<file path="src/sfb_pkg.sv">
package sfb_pkg;

   localparam int TICK_BITS_DEFAULT = 16;

   // Depth of the job queue between the front and back ends.
   localparam int QUEUE_DEPTH = 4;
   localparam int QUEUE_PTR_W = $clog2(QUEUE_DEPTH);
   localparam int QUEUE_CNT_W = $clog2(QUEUE_DEPTH + 1);

   // A shield header expands into this many host bytes.
   localparam int HDR_LEN = 4;
   localparam int HDR_CNT_W = $clog2(HDR_LEN);

   localparam int CFG_W = 16;
   localparam int CFG_IDX_W = 2;

   localparam logic [CFG_IDX_W-1:0] CSR_BOARD_ID      = 2'd0;
   localparam logic [CFG_IDX_W-1:0] CSR_FRAME_TIMEOUT = 2'd1;
   localparam logic [CFG_IDX_W-1:0] CSR_LED_WINDOW    = 2'd2;
   localparam logic [CFG_IDX_W-1:0] CSR_LED_FLASH     = 2'd3;

   localparam logic [3:0]  BOARD_ID_RESET      = 4'd0;
   localparam logic [15:0] FRAME_TIMEOUT_RESET = 16'd4000;
   localparam logic [15:0] LED_WINDOW_RESET    = 16'd60000;
   localparam logic [15:0] LED_FLASH_RESET     = 16'd250;

   localparam logic [7:0] CHAR_LBRACK = 8'h5B;
   localparam logic [7:0] CHAR_RBRACK = 8'h5D;
   localparam logic [7:0] CHAR_LPAREN = 8'h28;
   localparam logic [7:0] CHAR_RPAREN = 8'h29;
   localparam logic [7:0] CHAR_LBRACE = 8'h7B;
   localparam logic [7:0] CHAR_RBRACE = 8'h7D;
   localparam logic [7:0] CHAR_ZERO   = 8'h30;
   localparam logic [7:0] CHAR_NINE   = 8'h39;
   localparam logic [7:0] CHAR_UP_A   = 8'h41;
   localparam logic [7:0] CHAR_UP_F   = 8'h46;
   localparam logic [7:0] CHAR_LO_A   = 8'h61;
   localparam logic [7:0] CHAR_LO_F   = 8'h66;

   typedef enum logic [1:0] {
      CMD_HOST       = 2'd0,
      CMD_SHIELD     = 2'd1,
      CMD_TICK       = 2'd2,
      CMD_LED_ENABLE = 2'd3
   } cmd_type;

   typedef enum logic [4:0] {
      PH_IDLE    = 5'b00001,
      PH_HEADER  = 5'b00010,
      PH_VERSION = 5'b00100,
      PH_ID1     = 5'b01000,
      PH_PAYLOAD = 5'b10000
   } phase_type;

   // One classified transaction waiting for the back end.
   typedef struct packed {
      logic       multi;
      logic       accepted;
      logic       byte_valid;
      logic       out_dest;
      logic [7:0] out_byte;
      logic       rx_led_lit;
      logic       tx_led_lit;
   } job_type;

   typedef struct packed {
      logic       accepted;
      logic       byte_valid;
      logic       out_dest;
      logic [7:0] out_byte;
      logic       last;
      logic       rx_led_lit;
      logic       tx_led_lit;
   } rsp_type;

   // Bit 4 set means the byte is not a hex digit.
   function automatic logic [4:0] hex_decode(logic [7:0] c);
      logic [4:0] r;
      if (c >= CHAR_ZERO && c <= CHAR_NINE) begin
         r = 5'(c - CHAR_ZERO);
      end else if (c >= CHAR_LO_A && c <= CHAR_LO_F) begin
         r = 5'(c - CHAR_LO_A + 8'd10);
      end else if (c >= CHAR_UP_A && c <= CHAR_UP_F) begin
         r = 5'(c - CHAR_UP_A + 8'd10);
      end else begin
         r = 5'h10;
      end
      return r;
   endfunction

   function automatic logic [7:0] hex_char(logic [3:0] v);
      logic [7:0] r;
      if (v < 4'd10) begin
         r = CHAR_ZERO + {4'd0, v};
      end else begin
         r = CHAR_UP_A + {4'd0, v} - 8'd10;
      end
      return r;
   endfunction

endpackage

</file>
<file path="src/sfb_if.sv">
interface sfb_req_if;
   logic       valid;
   logic       ready;
   logic [1:0] command;
   logic [7:0] data_byte;

   modport source (output valid, output command, output data_byte, input ready);
   modport sink (input valid, input command, input data_byte, output ready);
endinterface

interface sfb_rsp_if;
   logic       valid;
   logic       ready;
   logic       accepted;
   logic       byte_valid;
   logic       out_dest;
   logic [7:0] out_byte;
   logic       last;
   logic       rx_led_lit;
   logic       tx_led_lit;

   modport source (output valid, output accepted, output byte_valid, output out_dest,
                   output out_byte, output last, output rx_led_lit, output tx_led_lit,
                   input ready);
   modport sink (input valid, input accepted, input byte_valid, input out_dest,
                 input out_byte, input last, input rx_led_lit, input tx_led_lit,
                 output ready);
endinterface

</file>
<file path="src/serial_frame_bridge_unit.sv">
// Channel    Role    Payload                                        Accepted when
// req_chan   sink    command, data_byte                             valid && ready
// rsp_chan   source  accepted, byte_valid, out_dest, out_byte,      valid && ready
//                    last, rx_led_lit, tx_led_lit
// csr_*      write   csr_index, csr_wdata                           csr_we
//
// The front end takes one transaction per cycle while the job queue has room; it
// updates the frame, tick and LED state in that same cycle. The back end issues one
// response per cycle from its output register unless rsp_chan stalls; a shield '{'
// yields four responses and other jobs one, set by the single response port.
// Reset is synchronous and active high; it restores the register defaults.
// A stalled response port fills the queue, after which req_chan.ready drops.
module serial_frame_bridge_unit #(
   parameter int TICK_BITS = sfb_pkg::TICK_BITS_DEFAULT
) (
   input  logic                          clock,
   input  logic                          reset,
   sfb_req_if.sink                       req_chan,
   sfb_rsp_if.source                     rsp_chan,
   input  logic                          csr_we,
   input  logic [sfb_pkg::CFG_IDX_W-1:0] csr_index,
   input  logic [sfb_pkg::CFG_W-1:0]     csr_wdata
);

   // Classified transactions flow from the front end through the queue.
   sfb_pkg::job_type front_job, head_job;
   sfb_pkg::rsp_type rsp_data;
   logic             push, pop, q_empty, q_full;

   assign req_chan.ready = !q_full;

   sfb_front #(
      .TICK_BITS(TICK_BITS)
   ) u_front (
      .clock      (clock),
      .reset      (reset),
      .in_valid   (req_chan.valid),
      .command    (req_chan.command),
      .data_byte  (req_chan.data_byte),
      .queue_full (q_full),
      .push       (push),
      .job        (front_job),
      .csr_we     (csr_we),
      .csr_index  (csr_index),
      .csr_wdata  (csr_wdata)
   );

   sfb_queue u_queue (
      .clock   (clock),
      .reset   (reset),
      .push    (push),
      .wr_data (front_job),
      .pop     (pop),
      .rd_data (head_job),
      .empty   (q_empty),
      .full    (q_full)
   );

   // The back end expands each job into its responses, one per cycle while rsp_chan.ready allows.
   sfb_back u_back (
      .clock     (clock),
      .reset     (reset),
      .head      (head_job),
      .empty     (q_empty),
      .pop       (pop),
      .out_ready (rsp_chan.ready),
      .out_valid (rsp_chan.valid),
      .out_data  (rsp_data)
   );

   assign rsp_chan.accepted   = rsp_data.accepted;
   assign rsp_chan.byte_valid = rsp_data.byte_valid;
   assign rsp_chan.out_dest   = rsp_data.out_dest;
   assign rsp_chan.out_byte   = rsp_data.out_byte;
   assign rsp_chan.last       = rsp_data.last;
   assign rsp_chan.rx_led_lit = rsp_data.rx_led_lit;
   assign rsp_chan.tx_led_lit = rsp_data.tx_led_lit;

   // The output register comes up empty out of reset.
   a_reset_clears_output: assert property (@(posedge clock)
      reset |=> !rsp_chan.valid)
      else $error("response valid after reset");

   // A transaction written into an empty queue is still there in the next cycle.
   a_push_lands: assert property (@(posedge clock) disable iff (reset)
      req_chan.valid && req_chan.ready && q_empty |=> !q_empty)
      else $error("accepted transaction lost");

   // While a header expansion is partly sent, its job stays at the queue head.
   a_header_held: assert property (@(posedge clock) disable iff (reset)
      rsp_chan.valid && !rsp_chan.last |-> !q_empty)
      else $error("header job popped before its final response");

   // Refused shield bytes never carry a byte to send.
   a_refused_empty: assert property (@(posedge clock) disable iff (reset)
      rsp_chan.valid && !rsp_chan.accepted |-> !rsp_chan.byte_valid && rsp_chan.last)
      else $error("refused transaction produced a byte");

endmodule

</file>
<file path="src/sfb_front.sv">
module sfb_front #(
   parameter int TICK_BITS = sfb_pkg::TICK_BITS_DEFAULT
) (
   input  logic                          clock,
   input  logic                          reset,
   input  logic                          in_valid,
   input  logic [1:0]                    command,
   input  logic [7:0]                    data_byte,
   input  logic                          queue_full,
   output logic                          push,
   output sfb_pkg::job_type              job,
   input  logic                          csr_we,
   input  logic [sfb_pkg::CFG_IDX_W-1:0] csr_index,
   input  logic [sfb_pkg::CFG_W-1:0]     csr_wdata
);

   localparam int CMP_W = (TICK_BITS > sfb_pkg::CFG_W) ? TICK_BITS : sfb_pkg::CFG_W;

   logic [3:0]               board_id_ff;
   logic [sfb_pkg::CFG_W-1:0] frame_timeout_ff, led_window_ff, led_flash_ff;

   sfb_pkg::phase_type phase_ff, phase_in, host_ph;
   logic [3:0]           id_hi_ff, id_hi_in;
   logic [TICK_BITS-1:0] tick_ff, tick_in;
   logic [TICK_BITS-1:0] frame_start_ff, frame_start_in;
   logic [TICK_BITS-1:0] rx_start_ff, rx_start_in;
   logic [TICK_BITS-1:0] tx_start_ff, tx_start_in;
   logic [TICK_BITS-1:0] en_start_ff, en_start_in;
   logic                 leds_en_ff, leds_en_in;
   logic                 rx_on_ff, rx_on_in;
   logic                 tx_on_ff, tx_on_in;

   logic [TICK_BITS-1:0] tick_next, el_frame, el_en, el_rx, el_tx;
   logic                 frame_stale;
   logic [4:0]           hex;
   logic [7:0]           c;

   assign push      = in_valid && !queue_full;
   assign c         = data_byte;
   assign hex       = sfb_pkg::hex_decode(c);
   assign tick_next = tick_ff + 1'b1;
   assign el_frame  = tick_ff - frame_start_ff;
   assign el_en     = tick_next - en_start_ff;
   assign el_rx     = tick_next - rx_start_ff;
   assign el_tx     = tick_next - tx_start_ff;
   assign frame_stale = CMP_W'(el_frame) > CMP_W'(frame_timeout_ff);

   always_comb begin
      host_ph = phase_ff;
      if (c == sfb_pkg::CHAR_LBRACK) begin
         host_ph = sfb_pkg::PH_IDLE;
      end
      if (host_ph != sfb_pkg::PH_IDLE && frame_stale) begin
         host_ph = sfb_pkg::PH_IDLE;
      end
   end

   always_comb begin
      phase_in       = phase_ff;
      id_hi_in       = id_hi_ff;
      tick_in        = tick_ff;
      frame_start_in = frame_start_ff;
      rx_start_in    = rx_start_ff;
      tx_start_in    = tx_start_ff;
      en_start_in    = en_start_ff;
      leds_en_in     = leds_en_ff;
      rx_on_in       = rx_on_ff;
      tx_on_in       = tx_on_ff;
      job            = '0;
      job.accepted   = 1'b1;

      unique case (sfb_pkg::cmd_type'(command))
         sfb_pkg::CMD_HOST: begin
            phase_in = host_ph;
            unique case (host_ph)
               sfb_pkg::PH_IDLE: begin
                  if (c == sfb_pkg::CHAR_LBRACK) begin
                     phase_in       = sfb_pkg::PH_HEADER;
                     frame_start_in = tick_ff;
                  end
               end
               sfb_pkg::PH_HEADER: begin
                  phase_in = (c == sfb_pkg::CHAR_ZERO) ? sfb_pkg::PH_VERSION
                                                       : sfb_pkg::PH_IDLE;
               end
               sfb_pkg::PH_VERSION: begin
                  if (!hex[4]) begin
                     id_hi_in = hex[3:0];
                     phase_in = sfb_pkg::PH_ID1;
                  end else begin
                     phase_in = sfb_pkg::PH_IDLE;
                  end
               end
               sfb_pkg::PH_ID1: begin
                  // Ids above 0x0F never match.
                  if (!hex[4] && id_hi_ff == 4'd0 && hex[3:0] == board_id_ff) begin
                     phase_in       = sfb_pkg::PH_PAYLOAD;
                     job.byte_valid = 1'b1;
                     job.out_byte   = sfb_pkg::CHAR_LBRACE;
                  end else begin
                     phase_in = sfb_pkg::PH_IDLE;
                  end
               end
               sfb_pkg::PH_PAYLOAD: begin
                  job.byte_valid = 1'b1;
                  if (c == sfb_pkg::CHAR_RBRACK) begin
                     phase_in     = sfb_pkg::PH_IDLE;
                     job.out_byte = sfb_pkg::CHAR_RBRACE;
                     if (leds_en_ff) begin
                        rx_start_in = tick_ff;
                        rx_on_in    = 1'b1;
                     end
                  end else begin
                     job.out_byte = c;
                  end
               end
               default: begin
                  phase_in = sfb_pkg::PH_IDLE;
               end
            endcase
         end
         sfb_pkg::CMD_SHIELD: begin
            if (phase_ff != sfb_pkg::PH_IDLE) begin
               job.accepted = 1'b0;
            end else begin
               job.byte_valid = 1'b1;
               job.out_dest   = 1'b1;
               if (c == sfb_pkg::CHAR_LBRACE) begin
                  job.multi    = 1'b1;
                  job.out_byte = sfb_pkg::hex_char(board_id_ff);
               end else if (c == sfb_pkg::CHAR_RBRACE) begin
                  job.out_byte = sfb_pkg::CHAR_RPAREN;
                  if (leds_en_ff) begin
                     tx_start_in = tick_ff;
                     tx_on_in    = 1'b1;
                  end
               end else begin
                  job.out_byte = c;
               end
            end
         end
         sfb_pkg::CMD_TICK: begin
            tick_in = tick_next;
            if (leds_en_ff) begin
               if (CMP_W'(el_en) > CMP_W'(led_window_ff)) begin
                  leds_en_in = 1'b0;
               end
               if (tx_on_ff && CMP_W'(el_tx) > CMP_W'(led_flash_ff)) begin
                  tx_on_in = 1'b0;
               end
               if (rx_on_ff && CMP_W'(el_rx) > CMP_W'(led_flash_ff)) begin
                  rx_on_in = 1'b0;
               end
            end else begin
               tx_on_in = 1'b0;
               rx_on_in = 1'b0;
            end
         end
         sfb_pkg::CMD_LED_ENABLE: begin
            en_start_in = tick_ff;
            leds_en_in  = 1'b1;
         end
         default: begin
            job.accepted = 1'b1;
         end
      endcase

      job.rx_led_lit = rx_on_in;
      job.tx_led_lit = tx_on_in;
   end

   always_ff @(posedge clock) begin
      if (reset) begin
         phase_ff       <= sfb_pkg::PH_IDLE;
         id_hi_ff       <= 4'hF;
         tick_ff        <= '0;
         frame_start_ff <= '0;
         rx_start_ff    <= '0;
         tx_start_ff    <= '0;
         en_start_ff    <= '0;
         leds_en_ff     <= 1'b1;
         rx_on_ff       <= 1'b0;
         tx_on_ff       <= 1'b0;
      end else if (push) begin
         phase_ff       <= phase_in;
         id_hi_ff       <= id_hi_in;
         tick_ff        <= tick_in;
         frame_start_ff <= frame_start_in;
         rx_start_ff    <= rx_start_in;
         tx_start_ff    <= tx_start_in;
         en_start_ff    <= en_start_in;
         leds_en_ff     <= leds_en_in;
         rx_on_ff       <= rx_on_in;
         tx_on_ff       <= tx_on_in;
      end
   end

   always_ff @(posedge clock) begin
      if (reset) begin
         board_id_ff      <= sfb_pkg::BOARD_ID_RESET;
         frame_timeout_ff <= sfb_pkg::FRAME_TIMEOUT_RESET;
         led_window_ff    <= sfb_pkg::LED_WINDOW_RESET;
         led_flash_ff     <= sfb_pkg::LED_FLASH_RESET;
      end else if (csr_we) begin
         unique case (csr_index)
            sfb_pkg::CSR_BOARD_ID:      board_id_ff      <= csr_wdata[3:0];
            sfb_pkg::CSR_FRAME_TIMEOUT: frame_timeout_ff <= csr_wdata;
            sfb_pkg::CSR_LED_WINDOW:    led_window_ff    <= csr_wdata;
            sfb_pkg::CSR_LED_FLASH:     led_flash_ff     <= csr_wdata;
            default:                    led_flash_ff     <= led_flash_ff;
         endcase
      end
   end

endmodule

</file>
<file path="src/sfb_queue.sv">
module sfb_queue (
   input  logic             clock,
   input  logic             reset,
   input  logic             push,
   input  sfb_pkg::job_type wr_data,
   input  logic             pop,
   output sfb_pkg::job_type rd_data,
   output logic             empty,
   output logic             full
);

   localparam int PW = sfb_pkg::QUEUE_PTR_W;
   localparam int CW = sfb_pkg::QUEUE_CNT_W;
   localparam logic [PW-1:0] LAST_SLOT = PW'(sfb_pkg::QUEUE_DEPTH - 1);

   sfb_pkg::job_type slot_ff [sfb_pkg::QUEUE_DEPTH];
   logic [PW-1:0] wr_ptr_ff, wr_ptr_in, rd_ptr_ff, rd_ptr_in;
   logic [CW-1:0] count_ff, count_in;

   assign empty   = (count_ff == '0);
   assign full    = (count_ff == CW'(sfb_pkg::QUEUE_DEPTH));
   assign rd_data = slot_ff[rd_ptr_ff];

   always_comb begin
      wr_ptr_in = wr_ptr_ff;
      rd_ptr_in = rd_ptr_ff;
      count_in  = count_ff;
      if (push) begin
         wr_ptr_in = (wr_ptr_ff == LAST_SLOT) ? '0 : wr_ptr_ff + 1'b1;
      end
      if (pop) begin
         rd_ptr_in = (rd_ptr_ff == LAST_SLOT) ? '0 : rd_ptr_ff + 1'b1;
      end
      if (push && !pop) begin
         count_in = count_ff + 1'b1;
      end else if (pop && !push) begin
         count_in = count_ff - 1'b1;
      end
   end

   always_ff @(posedge clock) begin
      if (reset) begin
         wr_ptr_ff <= '0;
         rd_ptr_ff <= '0;
         count_ff  <= '0;
      end else begin
         wr_ptr_ff <= wr_ptr_in;
         rd_ptr_ff <= rd_ptr_in;
         count_ff  <= count_in;
      end
   end

   always_ff @(posedge clock) begin
      if (push) begin
         slot_ff[wr_ptr_ff] <= wr_data;
      end
   end

endmodule

</file>
<file path="src/sfb_back.sv">
module sfb_back (
   input  logic             clock,
   input  logic             reset,
   input  sfb_pkg::job_type head,
   input  logic             empty,
   output logic             pop,
   input  logic             out_ready,
   output logic             out_valid,
   output sfb_pkg::rsp_type out_data
);

   localparam logic [sfb_pkg::HDR_CNT_W-1:0] HDR_LAST =
      sfb_pkg::HDR_CNT_W'(sfb_pkg::HDR_LEN - 1);

   logic                          valid_ff, valid_in;
   sfb_pkg::rsp_type              data_ff, data_in;
   logic [sfb_pkg::HDR_CNT_W-1:0] cnt_ff, cnt_in;
   logic                          load, done;

   assign load      = !empty && (!valid_ff || out_ready);
   assign done      = !head.multi || (cnt_ff == HDR_LAST);
   assign pop       = load && done;
   assign out_valid = valid_ff;
   assign out_data  = data_ff;

   always_comb begin
      data_in.accepted   = head.accepted;
      data_in.byte_valid = head.byte_valid;
      data_in.out_dest   = head.out_dest;
      data_in.last       = done;
      data_in.rx_led_lit = head.rx_led_lit;
      data_in.tx_led_lit = head.tx_led_lit;
      data_in.out_byte   = head.out_byte;
      // A shield header becomes '(' '0' '0' and then the board id digit.
      if (head.multi) begin
         unique case (cnt_ff)
            2'd0:    data_in.out_byte = sfb_pkg::CHAR_LPAREN;
            2'd1:    data_in.out_byte = sfb_pkg::CHAR_ZERO;
            2'd2:    data_in.out_byte = sfb_pkg::CHAR_ZERO;
            default: data_in.out_byte = head.out_byte;
         endcase
      end
   end

   always_comb begin
      cnt_in   = cnt_ff;
      valid_in = valid_ff;
      if (load) begin
         valid_in = 1'b1;
         cnt_in   = done ? '0 : cnt_ff + 1'b1;
      end else if (out_ready) begin
         valid_in = 1'b0;
      end
   end

   always_ff @(posedge clock) begin
      if (reset) begin
         valid_ff <= 1'b0;
         cnt_ff   <= '0;
      end else begin
         valid_ff <= valid_in;
         cnt_ff   <= cnt_in;
      end
   end

   always_ff @(posedge clock) begin
      if (load) begin
         data_ff <= data_in;
      end
   end

endmodule
</file>
<file path="src/flat_wrapper.sv">
// flat-port wrapper written by rule: the top's interface ports become plain ports
module serial_frame_bridge_unit_flat 
#(
   parameter int TICK_BITS = sfb_pkg::TICK_BITS_DEFAULT
)
  (clock, reset, csr_we, csr_index, csr_wdata, req_chan_valid, req_chan_command, req_chan_data_byte, req_chan_ready, rsp_chan_valid, rsp_chan_accepted, rsp_chan_byte_valid, rsp_chan_out_dest, rsp_chan_out_byte, rsp_chan_last, rsp_chan_rx_led_lit, rsp_chan_tx_led_lit, rsp_chan_ready);
  sfb_req_if req_chan_i ();
  sfb_rsp_if rsp_chan_i ();
  input  logic clock;
  input  logic reset;
  input  logic csr_we;
  input  logic [sfb_pkg::CFG_IDX_W-1:0] csr_index;
  input  logic [sfb_pkg::CFG_W-1:0] csr_wdata;
  input wire logic [$bits(req_chan_i.valid)-1:0] req_chan_valid;
  input wire logic [$bits(req_chan_i.command)-1:0] req_chan_command;
  input wire logic [$bits(req_chan_i.data_byte)-1:0] req_chan_data_byte;
  output wire logic [$bits(req_chan_i.ready)-1:0] req_chan_ready;
  output wire logic [$bits(rsp_chan_i.valid)-1:0] rsp_chan_valid;
  output wire logic [$bits(rsp_chan_i.accepted)-1:0] rsp_chan_accepted;
  output wire logic [$bits(rsp_chan_i.byte_valid)-1:0] rsp_chan_byte_valid;
  output wire logic [$bits(rsp_chan_i.out_dest)-1:0] rsp_chan_out_dest;
  output wire logic [$bits(rsp_chan_i.out_byte)-1:0] rsp_chan_out_byte;
  output wire logic [$bits(rsp_chan_i.last)-1:0] rsp_chan_last;
  output wire logic [$bits(rsp_chan_i.rx_led_lit)-1:0] rsp_chan_rx_led_lit;
  output wire logic [$bits(rsp_chan_i.tx_led_lit)-1:0] rsp_chan_tx_led_lit;
  input wire logic [$bits(rsp_chan_i.ready)-1:0] rsp_chan_ready;
  assign req_chan_i.valid = req_chan_valid;
  assign req_chan_i.command = req_chan_command;
  assign req_chan_i.data_byte = req_chan_data_byte;
  assign req_chan_ready = req_chan_i.ready;
  assign rsp_chan_valid = rsp_chan_i.valid;
  assign rsp_chan_accepted = rsp_chan_i.accepted;
  assign rsp_chan_byte_valid = rsp_chan_i.byte_valid;
  assign rsp_chan_out_dest = rsp_chan_i.out_dest;
  assign rsp_chan_out_byte = rsp_chan_i.out_byte;
  assign rsp_chan_last = rsp_chan_i.last;
  assign rsp_chan_rx_led_lit = rsp_chan_i.rx_led_lit;
  assign rsp_chan_tx_led_lit = rsp_chan_i.tx_led_lit;
  assign rsp_chan_i.ready = rsp_chan_ready;
  serial_frame_bridge_unit #(.TICK_BITS(TICK_BITS)) u_core (.clock(clock), .reset(reset), .req_chan(req_chan_i), .rsp_chan(rsp_chan_i), .csr_we(csr_we), .csr_index(csr_index), .csr_wdata(csr_wdata));
endmodule
</file>
<file path="config.mk">
export PLATFORM = sky130hd
export DESIGN_NAME = serial_frame_bridge_unit_flat
export DESIGN_NICKNAME = d
export VERILOG_FILES = /design/src/sfb_pkg.sv /design/src/sfb_if.sv /design/src/serial_frame_bridge_unit.sv /design/src/sfb_front.sv /design/src/sfb_queue.sv /design/src/sfb_back.sv /design/src/flat_wrapper.sv
export SDC_FILE = /design/constraint.sdc
export NUM_CORES = 1
export LEC_CHECK = 0
export BUFFER_PORTS_ARGS = -buffer_cell sky130_fd_sc_hd__buf_2
export CAP_MARGIN = 10
export CORE_AREA = 3 3 187 189
export DETAILED_ROUTE_END_ITERATION = 12
export DIE_AREA = 0 0 190 192
export HOLD_SLACK_MARGIN = 0.1
export SLEW_MARGIN = 20
export SYNTH_ARGS = -nofsm -noshare
export SYNTH_HDL_FRONTEND = slang
export SYNTH_SLANG_ARGS = --single-unit
</file>
<file path="constraint.sdc">
create_clock -name clock -period 5.8 [get_ports clock]
set_input_delay 0 -clock clock [delete_from_list [all_inputs] [get_ports clock]]
set_output_delay 0 -clock clock [all_outputs]
set_load 0.01 [all_outputs]
</file>
Word level (Yosys, flattened, before mapping)
Memories as Yosys holds them, arrays and structs flattened. A register that Yosys moved wholly into a read port is not among the register bits.
Index checks and enable logic that the tools add are counted.
Storage, ports and cells
  register bits: 168
  bits in writable memories: 56
  logic and storage cells: 183
  memories kept: 1
Cells by class
  add/subtract/negate cells: 18
  magnitude comparators: 11
  equal/unequal tests: 25
  muxes and demuxes: 56
  bitwise gates (word level): 3
  reduce and logical (&&, ||, !) cells: 43
Memory list
  u_core.u_queue.slot_ff: words 4, bits a word 14, rd ports 1, clocked after Yosys merged registers in 1, write ports 1, line sfb_queue.sv:16  | sfb_pkg::job_type slot_ff [sfb_pkg::QUEUE_DEPTH];
Operator list (count)
  16-bit > comparator: 4
  16-bit subtractor: 4
  8-bit case mux with 2 select lines: 3
  5-bit two-way mux: 8
  8-bit two-way mux: 5
  8-bit by 7-bit == test with 1-bit output, second input constant: 4
  5-bit case mux with 5 select lines: 1
  1-bit two-way mux: 22
  16-bit by 1-bit adder with 16-bit output, second input constant: 1
  2-bit == test, second input constant: 8
  8-bit by 7-bit greater-or-equal comparator with 1-bit output, second input constant: 2
  8-bit by 7-bit <= comparator with 1-bit output, second input constant: 2
  2-bit AND reduction: 8
  1-bit logical AND: 13
  2-bit two-way mux: 6
  5-bit by 4-bit adder with 5-bit output, second input constant: 2
  10-bit two-way mux: 1
  5-bit by 1-bit != test with 1-bit output, second input constant: 2
  1-bit case mux with 2 select lines: 5
  5-bit by 1-bit subtractor with 5-bit output, second input constant: 2
  3-bit two-way mux: 3
  7-bit by 4-bit adder with 8-bit output, first input constant: 1
  8-bit by 6-bit == test with 1-bit output, second input constant: 1
  8-bit by 6-bit greater-or-equal comparator with 1-bit output, second input constant: 1
  other kinds (29): 47

Logic depth before layout (Yosys ltp)
Gate-level depths: netlist of the first run.
  depth in word-level cells: 11
  gate-level depth with buffers: 23
  gate-level depth less buffers: 21

Hierarchy
A second synthesis of the first run with hierarchy kept.
Second synthesis, totals
  cell total of the unflattened synthesis: 1554
  area total of the unflattened synthesis: 13751.9 µm²
By module, submodules not included
  sfb_front: instances 1, cells an instance 1393, area each 10587.7 µm², sequential area each 2882.8 µm²
  sfb_queue: instances 1, cells an instance 117, area each 2488.6 µm², sequential area each 1861.8 µm²
  sfb_back: instances 1, cells an instance 43, area each 671.9 µm², sequential area each 480.5 µm²
  serial_frame_bridge_unit: instances 1, cells an instance 1, area each 3.8 µm², sequential area each 0.0 µm²

Worst setup path after synthesis of the first run
OpenSTA, ideal clock, no wires.
  path kind: register -> register
  start point: register u_core.u_front.tick_ff[0]
  end point: register u_core.u_front.rx_start_ff[11]
  data arrival time: 4.350 ns
  data required time: 5.672 ns
  setup slack: 1.322 ns
  stages on the path, launching flop included: 24
  path buffers: 3
  cells stage by stage: dfxtp_1 > buf_2 > inv_1 > ha_1 > fa_1 > nor2b_1 > o21ai_0 > a21boi_0 > o211ai_1 > a31oi_1 > a21o_1 > a21oi_1 > xnor2_1 > ha_1 > nand4_1 > nor4_1 > nand2_1 > nor2_1 > a31oi_2 > nor4b_1 > buf_4 > buf_6 > mux2i_1 > nor2_1
On the way
  longest elaborated chain between the ends: 6
RTL lines
  start, declared: line sfb_front.sv:24  | logic [TICK_BITS-1:0] tick_ff, tick_in;
  start signal, assigned: line sfb_front.sv:187  | tick_ff <= tick_in;
  16-bit subtractor: line sfb_front.sv:42  | assign el_frame = tick_ff - frame_start_ff;
  16-bit > comparator: line sfb_front.sv:46  | assign frame_stale = CMP_W'(el_frame) > CMP_W'(frame_timeout_ff);
  1-bit logical AND: line sfb_front.sv:53  | if (host_ph != sfb_pkg::PH_IDLE && frame_stale) begin
  5-bit two-way mux: line sfb_front.sv:53
  5-bit == test: line sfb_front.sv:75  | unique case (host_ph)
  5-bit AND reduction (no source line)
  end signal, assigned: line sfb_front.sv:189  | rx_start_ff <= rx_start_in;
  end, declared: line sfb_front.sv:26  | logic [TICK_BITS-1:0] rx_start_ff, rx_start_in;
Every way passes these cells.
A chain may end at the register's enable or synchronous reset.

==> results of run 1 <==
[synth_stat cells (19+ instances only)]
library cell    n
a21oi_1       143
and3_1         20
clkbuf_1       56
dfxtp_1       156
edfxtp_1       70
ha_1          142
inv_1         139
mux2i_1        20
nand2_1       235
nand3_1        22
nor2_1        150
nor2b_1        26
nor3_1         37
o21a_1         19
o21ai_0        54
xnor2_1        53
xor2_1         26
[power groups by stage]
stage               Sequential [mW]  Combinational, mW  Clock [mW]
floorplan                      1.89              0.504           0
global placement               1.92              0.704           0
detailed placement             1.92              0.716           0
CTS                            1.88              0.740        1.77
global route                   1.90              0.813        1.83
finish                         1.88              0.730        1.73
[cell usage in the layout (no fill, tap or decap), types with 20 or more instances in the layout]
cell and n:
nor3_1 37, buf_2 47, xnor2_1 52, nand2_1 235, nor2b_1 26, mux2i_1 20, dfxtp_1 156, edfxtp_1 70
xor2_1 26, nand3_1 22, nor2_1 149, a21oi_1 143, and3_1 20, inv_1 139, ha_1 142, dlygate4sd3_1 37
clkbuf_16 27, o21ai_0 54
[kinds of logic after synthesis]
logic type | Yosys count | synth area share [%]
AO/OA/AOI/OAI | 310 | 13.85
XOR/XNOR | 79 | 5.084
adder cells (fa/ha/maj) | 147 | 13.79
buffers and inverters | 203 | 5.700
flip-flops | 226 | 38.39
multiplexers | 37 | 4.036
AND/OR/NAND/NOR | 571 | 19.15
[worst register-to-register path, cell delays in order (launching register included)]
cell      delay (ns)
dfxtp_1         0.58
ha_1            0.28
nand3_1         0.16
nor2_1          0.26
and3_1          0.26
and3_1          0.24
nand3_1         0.22
xnor2_2         0.35
ha_1            0.35
a21o_1          0.18
a21o_1          0.17
a221oi_1        0.35
xnor2_1         0.18
ha_1            0.32
nand4_1         0.12
nor4_1          0.24
a41oi_1         0.16
o21ai_0         0.26
a31oi_1         0.17
nor2_1          0.24
[sequential cells by signal, indices dropped and copies added, names as in the netlist, 3 cells and up, named ones only]
signal,flops
u_core.u_front.led_flash_ff,16
u_core.u_front.led_window_ff,16
u_core.u_front.frame_start_ff,16
u_core.u_back.out_data,14
u_core.u_front.phase_ff,5
u_core.u_front.rx_start_ff,16
u_core.u_front.id_hi_ff,4
u_core.u_front.en_start_ff,16
u_core.u_front.board_id_ff,4
u_core.u_queue.count_ff,3
u_core.u_queue.slot_ff,56
u_core.u_front.tick_ff,16
u_core.u_front.frame_timeout_ff,16
u_core.u_front.tx_start_ff,16
[worst min path at each step]
stage / from / to / slack (ns) / cells after the start
after detailed placement: rsp_chan_ready / u_core.u_back.out_valid / 0.28 / 4
after global routing: req_chan_command[0] / u_core.u_queue.slot_ff[2][12] / 0.15 / 3
final: req_chan_command[0] / u_core.u_queue.slot_ff[2][12] / 0.14 / 3
after floorplan: csr_wdata[12] / u_core.u_front.frame_timeout_ff[12] / 0.14 / 2
after CTS: req_chan_command[0] / u_core.u_queue.slot_ff[0][12] / 0.12 / 3
after global placement: rsp_chan_ready / u_core.u_back.out_valid / 0.27 / 4
[repair_timing]
action / 4_1_cts / 5_1_grt
resized for setup: 0 / 2
hold endpoints to repair: 117 / 0
hold buffers: 37 / 0
endpoints found under the setup margin: 0 / 16
[layer usage]
layer	part of all wire, %	vias up	global-route usage, %	routed length, um
met5	0	-	0	0
met4	2.6	0	5.459	969
li1	-	5542	-	-
met2	47	210	34.68	17250
met1	47	5254	26.34	17040
met3	3.6	49	2.245	1312
[metrics by stage]
step | worst slack [ns] | power, mW | cells
6_report | 0.5118 | 4.342 | 2100
5_1_grt | 0.1029 | 4.543 | 2100
4_1_cts | 0.4979 | 4.393 | 2100
3_5_place_dp | 0.5415 | 2.634 | 2015
3_3_place_gp | 0.6423 | 2.620 | 2015
2_1_floorplan | 1.322 | 2.398 | 1573
[cell type report]
class,count,share of cell area (%)
flip-flops and latches,226,33.63
well taps,448,3.608
repair buffers,94,4.381
clock buffers,34,4.776
inverters,140,3.383
clock inverters,14,1.071
multi-input cells,1144,49.15
==> impl_results.md, run 1 <==
* Worst path slowest cell: dfxtp_1
* Sw Ratio at 27.45%
* Area grow syn2layout at 14.14%
* Detail Route Antenna Nets at 0
* Fin Setup TNS at 0 ns
* Fmax at around 0.19 GHz
* Synth Instances at 1,573
* Synth Cell Area at 13,610 um2
* Largest delay contributor family on the critical path: simple AND/OR/NAND/NOR gates
* Number of synthesized register bits at 226
* Area of the core at 33,450 um2
* Register area at ~5200 um2
* Crit. Startpoint: u_core.u_front.tick_ff[0]
* Ys Warns at 0
* Reg-to-reg startpoint: u_core.u_front.tick_ff[0]
* Vias per Instance at 5.264
* Syn_nets at 1,753
* Via count at 11,060
* Vias in the first global route at 10,820
* Reg2Reg Setup Slack at 0.51 ns
* Worst Max-Slew Pin Slew at 0.9983 ns
* 1st-iter DRT viols at 558
* Main synth FF type: dfxtp_1
* TritonCTS clock tree: done
* Post-synth cell types at 70
* GRT Util Overall at 19.95%
* Clk buf depth at 3
* Clk sinks at 226
* Final Hold Fails at 0
* Clk root buf: clkbuf_16
* Tcrit/Tclk final at between 90% and 100%
* Final WL at 36,570 um
* Post-CTS setup buffers at 0
* Fin nets at 1,813
* Inserted Clock Buffers at 27
* IO Count at 49
* Remaining Overflow, GRT at 0
* Max incr delay on CP at 0.58 ns
* First-pass GRT wire length at 58,080 um
* Die Y at 192 um
* Worst Path Required at 6.14 ns
* Sequential cell area fraction in the yosys report at a little under two fifths
* Syn_area_per_cell at 8.653 um2
* Worst VDD drop at between 0.2 and 0.3 mV
* Initial antenna violation count at 0
* Residual DRC at 0
* Skew final at approximately 0.014 ns
* R2r endpoint: u_core.u_queue.slot_ff[1][0]
* Max_slew headroom at 33.45%
* Final instance area at 15,530 um2
* Cells on worst reg2reg path at 19
* Signal arrival time at the worst endpoint at roughly 5.6 ns
* Finish-stage setup viols at 0
* Multi-input gate area at 7635 um2
* DRT Pass-1 Iters at 6
* Pwr/cell area at ~280 nW/um2
* Share of the synthesized area in the top cell type at 22.95%
* Worst-skew pair later-pin latency at 0.54 ns
* EDFF count, synth at 70
* HP Class: input pin to flop
* Worst setup EP type: flop
* Buf+Inv Stages, Crit Path at 0
* RSZ-0062 raised after global routing: no
* Wire per inst at between 15 and 20 um
* Worst Setup EP: u_core.u_queue.slot_ff[1][0]
* Area leader, netlist: dfxtp_1
* Ratio of cells with drive above 1 in the final layout at 8.717%
* Worst path most repeated cell: ha_1
* Slew Limit Fails at 0
* WHS at 0.1384 ns
* H-tree Lvls at 1
* Status: complete, no violations
* Psw at 1.192 mW
* GPL Wtd Cong at between 0.9 and 1
* Seq pwr share at a little over two fifths
* Worst setup SP type: flop
* P_int at between 3 and 4 mW
* Static leakage at 6.189 nW
* Port Buffer Count at 48
* Placed standard-cell area at 14,240 um2
* Die W at 190 um
* CP Max Fanout at 11
* CP Depth at 19
* Initial Util at 40.69%
* Rows at 67
* CTS clock-pin slew for the worst setup and hold paths at approximately 0.060 ns
* Die area at 36,480 um2
* Final core occ at between 40% and 50%
* Logic gate share of total power at 16.8%
* Fin crit period at 5.288 ns
* Max cap viols at 0
* CP Cell Sequence: ha_1 > nand3_1 > nor2_1 > and3_1 > and3_1 > nand3_1 > xnor2_2 > ha_1 > a21o_1 > a21o_1 > a221oi_1 > xnor2_1 > ha_1 > nand4_1 > nor4_1 > a41oi_1 > o21ai_0 > a31oi_1 > nor2_1
* Share of synthesized registers carrying an async set or reset at 0%
* Largest net degree at the start of global routing at 83
* Clk pwr share at 39.9%
* Worst setup path class: flop to flop
* DP Wirelength at 27,170 um
* Synth area leaders: dfxtp_1, edfxtp_1, ha_1
* Number of diodes at 0
* Number of fill cells at 3,241
Power figures use the tool's default switching activity.
==> run 2: changes to the inputs <==
--- a/config.mk
+++ b/config.mk
@@ -7,10 +7,13 @@
 export LEC_CHECK = 0
 export BUFFER_PORTS_ARGS = -buffer_cell sky130_fd_sc_hd__buf_2
 export CAP_MARGIN = 10
-export CORE_AREA = 3 3 187 189
+export CELL_PAD_IN_SITES_DETAIL_PLACEMENT = 1
+export CELL_PAD_IN_SITES_GLOBAL_PLACEMENT = 2
+export CORE_AREA = 3 3 191 193
 export DETAILED_ROUTE_END_ITERATION = 12
-export DIE_AREA = 0 0 190 192
+export DIE_AREA = 0 0 194 196
 export HOLD_SLACK_MARGIN = 0.1
+export PLACE_DENSITY_LB_ADDON = 0.1
 export SLEW_MARGIN = 20
 export SYNTH_ARGS = -nofsm -noshare
 export SYNTH_HDL_FRONTEND = slang
==> run 2 against run 1 <==
Worst hold slack got worse by 0.0055 ns. Global-route usage increased by 2.2 points. Final cell count increased by 1.3%. Final area increased by 0.62%. Setup slack improved by 0.031 ns. Clock power about the same. Utilization decreased by 1.4 points. Critical path type unchanged.
==> impl_results.md, run 2 (same netlist as run 1, synthesis figures left out) <==
* Wire per inst at 20.22 um (+16%)
* Worst Max-Slew Pin Slew at 0.9969 ns (-0.001390 ns)
* Number of diodes at 0 (unchanged)
* Detail Route Antenna Nets at 0 (unchanged)
* P_int at 3.115 mW (-1.1%)
* Remaining Overflow, GRT at 0 (unchanged)
* RSZ-0062 raised after global routing: no
* Seq pwr share at 42.5% (-0.8 points)
* Worst Path Required at 6.17 ns (+0.03 ns)
* Worst-skew pair later-pin latency at 0.56 ns (+0.02 ns)
* H-tree Lvls at 1 (unchanged)
* Psw at 1.256 mW (+5.4%)
* Ratio of cells with drive above 1 in the final layout at 9.330% (+0.61 points)
* Initial antenna violation count at 0 (unchanged)
* Worst VDD drop at 0.2488 mV (-2.7%)
* Sw Ratio at 28.73% (+1.3 points)
* Final WL at 43,020 um (+18%)
* Commonest non-fill, non-tap cell in the layout: nand2_1
* Logic gate share of total power at 18.3% (+1.5 points)
* Vias per Instance at 5.332 (+1.3%)
* Finish-stage setup viols at 0 (unchanged)
* Clk root buf: clkbuf_16
* Setup WS post-layout at 0.5432 ns (+0.03147 ns)
* Max cap viols at 0 (unchanged)
* Worst setup SP type: flop
* Residual DRC at 0 (unchanged)
* Die area at 38,020 um2 (+4.2%)
* Worst setup EP type: flop
* First-pass GRT wire length at 66,960 um (+15%)
* CP Cell Sequence: ha_1 > nand3_1 > nor2_1 > and3_1 > and3_1 > nand3_1 > xnor2_1 > ha_1 > a21o_1 > a21o_1 > a221oi_1 > xnor2_1 > ha_1 > nand4_1 > nor4_1 > a41oi_1 > o21ai_0 > a31oi_1 > nor2_1
* Worst path slowest cell: dfxtp_1
* TritonCTS clock tree: done
* Worst setup path class: flop to flop
* Fmax at 0.1902 GHz (+0.60%)
* Status: complete, no violations
* Port Buffer Count at 48 (unchanged)
* Max FFs per register at 56 (unchanged)
* Fin crit period at 5.257 ns (-0.03147 ns)
* Number of fill cells at 4,109 (+27%)
* Worst path most repeated cell: ha_1
* Clk buf depth at 3 (unchanged)
* Largest Register: u_core.u_queue.slot_ff
* CTS clock-pin slew for the worst setup and hold paths at 0.06 ns (about the same)
* Post-cts resize count at 0 (unchanged)
* Worst slack at placement at 0.5761 ns (+0.03467 ns)
* Signal arrival time at the worst endpoint at 5.63 ns (about the same)
* Tcrit/Tclk final at 90.63% (-0.54 points)
* Final instance area at 15,630 um2 (+0.62%)
* Fin Setup TNS at 0 ns (unchanged)
* Clk sinks at 226 (unchanged)
* Area of the core at 34,710 um2 (+3.8%)
* Clk pwr share at 39.3% (-0.6 points)
* HP Class: input pin to flop
* DP Wirelength at 32,530 um (+20%)
* CP Max Fanout at 9 (-2)
* Area grow syn2layout at 14.85%
* Cell depth of the worst hold path at 3 (unchanged)
* Via count at 11,340 (+2.6%)
* Slew Limit Fails at 0 (unchanged)
* Vias in the first global route at 11,760 (+8.7%)
* Cells on worst reg2reg path at 19 (unchanged)
* Largest net degree at the start of global routing at 82 (-1.2%)
* Rows at 68 (+1.5%)
* Max incr delay on CP at 0.50 ns (-0.08 ns)
* Commonest cells after routing, fill and taps aside: nand2_1, dfxtp_1, nor2_1, a21oi_1, ha_1
* Static leakage at 6.265 nW (+1.2%)
* DRT Pass-1 Iters at 5 (-1)
* Inserted Clock Buffers at 27 (unchanged)
* 1st-iter DRT viols at 425 (-24%)
* Die W at 194 um (+2.1%)
* Placed standard-cell area at 14,380 um2 (+0.99%)
* Initial Util at 39.21% (-1.5 points)
* IO Count at 49 (unchanged)
* Final core occ at 45.03% (-1.4 points)
* Pwr/cell area at 279.6 nW/um2 (about the same)
* Max_slew headroom at 33.54% (+0.093 points)
* Skew final at 0.01123 ns (-0.003124 ns)
* Die Y at 196 um (+2.1%)
* GPL Wtd Cong at 0.9096 (-3.7%)
* Fin nets at 1,831 (+0.99%)
* GRT Util Overall at 22.19% (+2.2 points)
* Final Hold Fails at 0 (unchanged)
run 2: stage by stage:
step / hold WS (ns) / total power [mW] / cells
after floorplan: 0.1360 / 2.398 / 1573
after global placement: 0.2741 / 2.652 / 2040
after detailed placement: 0.2795 / 2.678 / 2040
after CTS: 0.1237 / 4.434 / 2127
after global routing: 0.1410 / 4.589 / 2127
final: 0.1328 / 4.371 / 2127
run 2: critical path, delay by kind of cell, from the launching register on:
family	cells	cell delay, ns
compound gates	6	1.27
xor+xnor	2	0.62
fa+ha+maj	3	0.97
flops	1	0.50
simple gates	8	1.70
run 2: power groups by stage:
stage | logic, mW | clock network (mW) | registers, mW
floorplan | 0.504 | 0 | 1.89
global placement | 0.768 | 0 | 1.88
detailed placement | 0.785 | 0 | 1.89
CTS | 0.812 | 1.76 | 1.86
global route | 0.883 | 1.83 | 1.87
finish | 0.799 | 1.72 | 1.86
run 2: per-layer routing:
layer	track usage, %	wire [um]	vias to the layer above
met5	0	0	-
met4	7.101	1444	0
met3	2.267	1195	67
met2	39.03	20860	155
met1	28.76	19510	5547
li1	-	-	5572
run 2: area by class of cell:
cell class | instances | area, um2 | share of cell area (%)
Sequential cell | 226 | 5225 | 33.43
Multi-Input combinational cell | 1144 | 7616 | 48.72
Timing Repair Buffer | 112 | 815.8 | 5.219
Tap cell | 455 | 569.3 | 3.642
Clock inverter | 17 | 181.4 | 1.161
Clock buffer | 33 | 698.2 | 4.467
Inverter | 140 | 525.5 | 3.362
run 2: what timing repair did:
| item | CTS | global route |
|---|---|---|
| hold buffers | 37 | 0 |
| setup buffers | 0 | 0 |
| endpoints found under the hold margin | 117 | 0 |
run 2: worst paths after layout:
path	slack (ns)	end	startpoint
setup / recovery	0.54	u_core.u_queue.slot_ff[0][0]	u_core.u_front.tick_ff[1]
hold / removal	0.13	u_core.u_queue.slot_ff[1][12]	req_chan_command[0]
setup reg to reg	0.54	u_core.u_queue.slot_ff[0][0]	u_core.u_front.tick_ff[1]
hold reg to reg	0.45	u_core.u_front.tx_start_ff[10]	u_core.u_front.tx_start_ff[10]
